## config.mk

```make
export PLATFORM = sky130hd
export DESIGN_NAME = tirp_raster
export DESIGN_NICKNAME = d
export VERILOG_FILES = /design/src/rtl/core/tirp_pkg.sv /design/src/rtl/core/tirp_raster.sv
export SDC_FILE = /design/constraint.sdc
export NUM_CORES = 1
export LEC_CHECK = 0
export BUFFER_PORTS_ARGS = -buffer_cell sky130_fd_sc_hd__buf_2
export CAP_MARGIN = 15
export CORE_UTILIZATION = 45
export CTS_BUF_LIST = sky130_fd_sc_hd__clkbuf_8
export DETAILED_ROUTE_END_ITERATION = 10
export GPL_TIMING_DRIVEN = 0
export MAX_ROUTING_LAYER = met4
export PLACE_DENSITY = 0.72
export REMOVE_ABC_BUFFERS = 1
export SLEW_MARGIN = 30
export SYNTH_ARGS = -nofsm -noshare
export SYNTH_HDL_FRONTEND = slang
export SYNTH_SLANG_ARGS = --single-unit
```

## constraint.sdc

```tcl
create_clock -name clk -period 3.8 [get_ports clk]
set_clock_uncertainty 0.05 [all_clocks]
set_input_delay 0.38 -clock clk [delete_from_list [all_inputs] [get_ports clk]]
set_output_delay 0.38 -clock clk [all_outputs]
set_load 0.1 [all_outputs]
```

## src/rtl/core/tirp_pkg.sv

```systemverilog
// ----------------------------------------------------------------------------
// tirp_pkg
// Shared types, register indexes and defaults of the tilted row projection.
// ----------------------------------------------------------------------------
package tirp_pkg;

	localparam int DEF_MAX_WIDTH  = 1024;
	localparam int DEF_MAX_HEIGHT = 1024;
	localparam int DEF_PIXEL_BITS = 16;

	localparam int SIZE_W     = 11;
	localparam int SLOPE_W    = 18;
	localparam int FRAC_BITS  = 16;
	localparam int CFG_DATA_W = 18;
	localparam int CFG_IDX_W  = 2;
	localparam int SAMPLE_W   = 16;
	localparam int READ_BIN_W = 10;
	localparam int SUM_W      = 32;

	// register indexes
	localparam logic [CFG_IDX_W-1:0] REG_FRAME_WIDTH  = 2'd0;
	localparam logic [CFG_IDX_W-1:0] REG_FRAME_HEIGHT = 2'd1;
	localparam logic [CFG_IDX_W-1:0] REG_TILT_SLOPE   = 2'd2;
	localparam logic [CFG_IDX_W-1:0] REG_DARK_ENABLE  = 2'd3;

	// request codes
	localparam logic REQ_PIXEL = 1'b0;
	localparam logic REQ_READ  = 1'b1;

	localparam logic [SIZE_W-1:0] FRAME_WIDTH_RST  = 11'd1024;
	localparam logic [SIZE_W-1:0] FRAME_HEIGHT_RST = 11'd1024;

	typedef struct packed {
		logic [SIZE_W-1:0]         frame_width;
		logic [SIZE_W-1:0]         frame_height;
		logic signed [SLOPE_W-1:0] tilt_slope;
		logic                      dark_subtract_enable;
	} cfg_t;

endpackage

```

## src/rtl/core/tirp_raster.sv

```systemverilog
// ----------------------------------------------------------------------------
// tirp_raster
// Raster position tracking and tilted bin index for the current pixel.
// ----------------------------------------------------------------------------
module tirp_raster
	import tirp_pkg::*;
#(
	parameter int MAX_WIDTH  = DEF_MAX_WIDTH,
	parameter int MAX_HEIGHT = DEF_MAX_HEIGHT,
	localparam int CW = $clog2(MAX_WIDTH),
	localparam int RW = $clog2(MAX_HEIGHT)
) (
	input  logic          clk,
	input  logic          arst_n,
	input  cfg_t          cfg,
	input  logic          step,
	output logic [RW-1:0] bin_addr,
	output logic          bin_hit
);

	localparam int TW  = CW + SLOPE_W;
	localparam int CLW = TW - FRAC_BITS + 1;
	localparam int WW  = (SIZE_W > CW + 1) ? SIZE_W : CW + 1;
	localparam int HW  = (SIZE_W > RW + 1) ? SIZE_W : RW + 1;
	localparam int BW  = ((CLW > RW + 1) ? CLW : RW + 1) + 1;

	logic [CW-1:0]        col_q;
	logic [RW-1:0]        row_q;
	logic signed [TW-1:0] tilt_q;

	logic [WW-1:0]  w_eff;
	logic [HW-1:0]  h_eff;
	logic [TW:0]    tilt_rnd;
	logic [CLW-1:0] tilt_ceil;
	logic [BW-1:0]  bin;
	logic           last_col;
	logic           last_row;

	// zero counts as one, oversize as the maximum
	always_comb begin
		if (cfg.frame_width == '0)
			w_eff = WW'(1);
		else if (WW'(cfg.frame_width) > WW'(MAX_WIDTH))
			w_eff = WW'(MAX_WIDTH);
		else
			w_eff = WW'(cfg.frame_width);
		if (cfg.frame_height == '0)
			h_eff = HW'(1);
		else if (HW'(cfg.frame_height) > HW'(MAX_HEIGHT))
			h_eff = HW'(MAX_HEIGHT);
		else
			h_eff = HW'(cfg.frame_height);
	end

	// ceil of the q16 running sum: add the fraction mask, keep the integer part
	assign tilt_rnd  = {tilt_q[TW-1], tilt_q} + (TW+1)'((1 << FRAC_BITS) - 1);
	assign tilt_ceil = tilt_rnd[TW:FRAC_BITS];
	assign bin = {{(BW-RW){1'b0}}, row_q} + {{(BW-CLW){tilt_ceil[CLW-1]}}, tilt_ceil};

	assign bin_hit  = !bin[BW-1] && (bin[BW-2:0] < (BW-1)'(h_eff[RW:0]));
	assign bin_addr = bin[RW-1:0];

	assign last_col = (WW'(col_q) + WW'(1)) >= w_eff;
	assign last_row = (HW'(row_q) + HW'(1)) >= h_eff;

	always_ff @(posedge clk or negedge arst_n) begin
		if (!arst_n) begin
			col_q  <= '0;
			row_q  <= '0;
			tilt_q <= '0;
		end else if (step) begin
			if (last_col) begin
				col_q  <= '0;
				tilt_q <= '0;
				row_q  <= last_row ? '0 : row_q + RW'(1);
			end else begin
				col_q  <= col_q + CW'(1);
				tilt_q <= tilt_q + {{(TW-SLOPE_W){cfg.tilt_slope[SLOPE_W-1]}}, cfg.tilt_slope};
			end
		end
	end

endmodule
```

* Word level (Yosys, flattened, before mapping)
Cells that the tools add are included.
Word-level totals: bits in registers 48, input port bits 44, output and inout port bits 11, word-level logic and storage cells 27
Operators by class: $add $sub $neg 7, $lt $le $gt $ge 5, multiplexer cells 7, reductions and logical operators 5
Operators by type and width (count):
- $mux 11 | 4
- $add 28x17->29 const B | 1
- $add 28x28->28 | 1
- $mux 28 | 1
- $add 10x1->11 const B | 2
- $ge 11x11->1 | 2
- $gt 11x11->1 const B | 2
- $logic_not 11->1 | 2
- $add 10x1->10 const B | 2
- $mux 10 | 2
- $add 11x13->14 | 1
- $lt 13x11->1 | 1
- $reduce_and 2->1 | 1
- $logic_and 1x1->1 | 1
- $logic_not 1->1 | 1

* Logic depth before layout (Yosys ltp)
word-level depth 5, gate-level depth with buffers 22, mapped depth without buffers 22

* Worst setup path after synthesis
OpenSTA, ideal clock, no wires.
kind flip-flop to output port, start reg tilt_q[3], end out bin_hit, data arrival time 7.326 ns, required time 3.370 ns, path slack -3.956 ns, stages on the path, launching flop included 22, buffers on the path 0, cells stage by stage dfrtp_1 nor4_1 a41oi_1 nor2_1 ha_1 inv_1 fa_1 nor2b_1 o21ai_0 a21boi_0 o21ai_0 a21boi_0 o21ai_0 nand2b_1 xor2_1 ha_1 nand4_1 nor2_1 nor3_1 o311a_1 o21bai_1 a211oi_1
Between the ends: cells in the longest elaborated chain, start to end 4, elaborated cells between the ends (all ways) 5, classes of those cells 2 x add/sub; 1 x order compare; 2 x reduce/logical
Ends and longest elaborated chain:
- from (decl) | RTL line tirp_raster.sv:29 | logic signed [TW-1:0] tilt_q;
- from (signal assigned) | RTL line tirp_raster.sv:78 | tilt_q <= tilt_q + {{(TW-SLOPE_W){cfg.tilt_slope[SLOPE_W-1]}}, cfg.tilt_slope};
- $add 28x17->29 | RTL line tirp_raster.sv:56 | assign tilt_rnd = {tilt_q[TW-1], tilt_q} + (TW+1)'((1 << FRAC_BITS) - 1);
- $add 11x13->14 | RTL line tirp_raster.sv:58 | assign bin = {{(BW-RW){1'b0}}, row_q} + {{(BW-CLW){tilt_ceil[CLW-1]}}, tilt_ceil};
- named net bin_addr[8] | RTL line tirp_raster.sv:17 | output logic [RW-1:0] bin_addr,
- $lt 13x11->1 | RTL line tirp_raster.sv:60 | assign bin_hit = !bin[BW-1] && (bin[BW-2:0] < (BW-1)'(h_eff[RW:0]));
- $logic_and 1x1->1 | RTL line tirp_raster.sv:60
- to (decl) | RTL line tirp_raster.sv:18 | output logic bin_hit
The timed path passes the listed nets, and every way through them passes these cells.

* Worst setup path after layout
start reg tilt_q[11], end out bin_hit
Between the ends: cells in the longest elaborated chain, start to end 4, elaborated cells between the ends (all ways) 5, classes of those cells 2 x add/sub; 1 x order compare; 2 x reduce/logical
Ends and longest elaborated chain (RTL line):
- $add 28x17->29 * | tirp_raster.sv:56
- $add 11x13->14 * | tirp_raster.sv:58
- $lt 13x11->1 or $logic_not 1->1 (tied branches) | tirp_raster.sv:60
- $logic_and 1x1->1 * | tirp_raster.sv:60
Every way passes the cells marked *; elsewhere a longest branch is shown, timed or not.

==> reports/summary.md <==
The flow ran to the end, but the final reports show violations. The final reports fail on setup timing. The share of final-layout standard cells stronger than drive strength 1 was 0.196. Maximum fanout count along the critical path: 3. The number of antenna violations at the first check in global routing is 0, and the count of cell types in the netlist is 62. The die is 107 um tall. The clock root buffer was clkbuf_8. The worst-case headroom to the max-slew limit came out at 0.543. The share of synthesized area spent on multiplexers works out to 0.00432.

After clock tree synthesis, the flow added hold-fix buffers numbering 0. The multi-input combinational cells in the finished layout cover a total of 3780 um2. The post-detailed-routing wire length was 11,700 um; the slack of the worst reg-to-reg path was 0.31 ns. The filler cells instantiated in the layout total 934. The xor-xnor portion of the synthesized cell area was 0.0995.

TritonCTS built the clock tree. The later pin in the worst-skew pair is clocked with a latency of 0.31 ns. After synthesis the netlist holds a flip-flop and latch count of 48. Simple-gate area share of the yosys netlist: 0.173. dfrtp_1 takes more of the synthesized area than any other cell. For this design, the sink count on the clock tree is 48.

The number of placement rows came out at 37. By area the synthesized netlist is led by dfrtp_1 24%, ha_1 18%, o2bb2ai_1 5.2%, xor2_1 5.2%, xnor2_1 4.8%. The sequential fraction of the synthesis area is 0.244. Across the whole layout, storage elements account for 1200 um2. Using the TritonRoute via totals, the vias-per-cell ratio works out to 5.79. The max-slew violation count is 0. The post-synthesis share of cell area spent on full adders, half adders and majority gates was 0.190; the remaining antenna violation count was 0. The logs give 0.916 for the global placement routability congestion and 4930 um2 for the total standard cell area after synthesis.

The average instance in the mapped netlist occupies 8.65 um2. The sum of negative setup slack is -1.46 ns. Relative to the synthesized area, the layout overhead comes to 18.9%. Final hold violation count: 0.

The highest ir drop seen on vdd was 0.00172 V. After synthesis, the largest family of logic cells by area is compound AO/OA/AOI/OAI gates. The library cells used most frequently in the layout, excluding fill and tap cells, are 70 x ha_1, 57 x nand2_1, 47 x dfrtp_1, 46 x buf_2. The logs give 0.471 for the initial core utilization and 0.560 for the end-of-flow core utilization. The post-route clock period utilization is 1.31, and the global-route wire length before repair is 20,000 um. The endpoint identified for the worst register-to-register timing path is tilt_q[27]. The H-tree was split into 2 levels. For this run, the detailed router's first-pass iteration total came to 5. The die covers 11,400 um2. The tools report the count of final setup violators as 3. After detailed routing, the average wire length per cell comes to 15.1 um. At the worst endpoint, the arrival time is 4.54 ns.

The async set or reset register ratio after synthesis is 1.00. In this run the power density over the cells is 916 nW/um2. Setup repair after global routing could not meet its margin everywhere.

Summed over all cells, the static leakage comes to 2.84 nW. The tools report the global-route usage over all layers as 0.219. At the pin with the least slew margin, the transition time is 0.685 ns. The area share of the leading cell type in the synthesized netlist is 0.244. Power comes to 0.00537 W. STA classifies the critical path endpoint as an output port. The number of cell instances on the worst register-to-register path is 11. The critical path is of the reg2out type. Summed over all nets, the half-perimeter wirelength after detailed placement is 8580 um.

The startpoint identified for the worst register-to-register timing path is tilt_q[11]. Number of warnings printed during yosys synthesis: 0. Clock-pin slew was measured on the worst setup and hold paths at 0.09 ns.

The net count of the finished layout was 756; the maximum number of pins on one net before global-route repair was 49. Data on the critical path is required at its endpoint by 3.37 ns. Class of the tightest hold or removal check: in2async.

In the routed design, unresolved DRC markers number 0. The tools report the count of antenna diodes in the layout as 0. The floorplan step defined a core boundary enclosing 10,500 um2. For this run, the top clock speed supported by timing is 201 MHz. The leading cell type in the layout, fill and taps excluded was ha_1. The total clock buffers created by CTS is 5.

For this run the aggregate overflow at the end of global routing stands at 0. The first routing iteration left 222 violations. The tools report the via count of the first global-routing pass as 4,440. The number of top-level design ports was 55; the max-cap violation count was 0. The most used flip-flop cell after synthesis is dfrtp_1. The smallest setup slack after layout was -1.17 ns. Port buffering added 53 buffers.

The synthesized design contains 0 enable-type register cells. Detailed routing inserted a total of 4,489 vias. The time the final worst path needs with I/O delays and setup is 4.97 ns. Measured along the x axis, the die boundary spans 107 um. The complex-gate fraction of the synthesized area came out at 0.257. The worst setup path is launched from a flip-flop. For the gate count of the mapped netlist, the log shows 570. The longest clock path from root to sink contains 2 buffers.
[cells in the mapped netlist (all sizes together), types with 3 or more instances]
cell type / instances
nand4: 7
a22o: 10
nor2b: 9
inv: 21
o211ai: 3
buf: 3
clkbuf: 11
a21o: 22
o21bai: 9
and3: 14
ha: 71
nor3: 8
o31ai: 5
dfrtp: 48
a21oi: 33
a41oi: 3
o2bb2ai: 29
o21ai: 30
nor4: 9
nor2: 30
nand2: 59
xnor2: 27
nand2b: 7
nand3: 23
o21a: 8
xor2: 29
a211oi: 8
[final cells by class]
class | count | area share
clock inverter | 2 | 0.0102
sequential | 48 | 0.205
multi-input combinational | 485 | 0.645
inverter | 23 | 0.0147
clock buffer | 5 | 0.0117
tap | 136 | 0.0290
timing repair buffer | 76 | 0.0843
[per-layer routing]
metal  vias to the layer above  wire length [um]  GRT usage
met5                         -                 0          -
met4                         0               144     0.0450
met3                        12               400     0.0298
met2                       100              5900      0.391
met1                      2120              5280      0.264
li1                       2257                 -          -
[how the worst max path moves through the flow]
stage / startpoint / end
2_1_floorplan: tilt_q[3] / bin_hit
3_3_place_gp: tilt_q[11] / bin_hit
3_5_place_dp: tilt_q[11] / bin_hit
4_1_cts: tilt_q[15] / bin_hit
5_1_grt: tilt_q[11] / bin_hit
6_report: tilt_q[11] / bin_hit
[flip-flops by register name, summed over array words and instances, names as in the netlist]
| register | count |
|---|---|
| tilt_q | 28 |
| col_q | 10 |
| row_q | 10 |
[timing repair]
item	in CTS	in global routing
hold endpoints to repair	0	0
gates cloned	0	0
setup buffers	12	13
resized for setup	32	34
pin swaps	13	23
endpoints found under the setup margin	12	24
[metrics by stage]
step	cell area, um2	instances	hold slack (ns)	worst slack, ns
floorplan	4860	556	0.0344	-3.96
global placement	5290	745	0.451	-1.70
detailed placement	5300	745	0.384	-1.79
CTS	5620	763	0.0518	-1.20
global route	5860	775	0.0761	-1.43
finish	5860	775	0.0252	-1.17
[critical path, cell delays in order, from the launching register on]
cell      delay [ns]
dfrtp_1         0.43
nor4_4          0.44
a41oi_4         0.24
nor2_4          0.22
ha_4            0.15
inv_2           0.04
fa_2            0.33
nor2b_1         0.12
o21ai_1         0.11
a21boi_2        0.18
o21ai_2         0.08
a21boi_2        0.18
o21ai_1         0.08
nand2b_1        0.09
xor2_1          0.21
ha_1            0.29
nand4_1         0.10
nor2_1          0.07
nor3_2          0.12
o311a_1         0.23
o21bai_2        0.08
a211oi_2        0.19
buf_6           0.26
[cell families (layout without fill, tap and decap cells)]
kind of cell             Yosys count  count (layout)
flip-flops                        48              48
buffers and inverters             37             106
XOR/XNOR                          56              56
AO/OA/AOI/OAI                    178             178
multiplexers                       2               2
adder cells (fa/ha/maj)           74              74
AND/OR/NAND/NOR                  175             175
[report_power, final]
group / internal (W) / switching [W] / leakage (nW) / total (W)
logic: 0.00152 / 0.00243 / 2.16 / 0.00395
registers: 0.000708 / 0.000284 / 0.611 / 0.000992
clock network: 0.000259 / 0.000173 / 0.0642 / 0.000432
No activity file was read; power rests on OpenSTA's default activity.
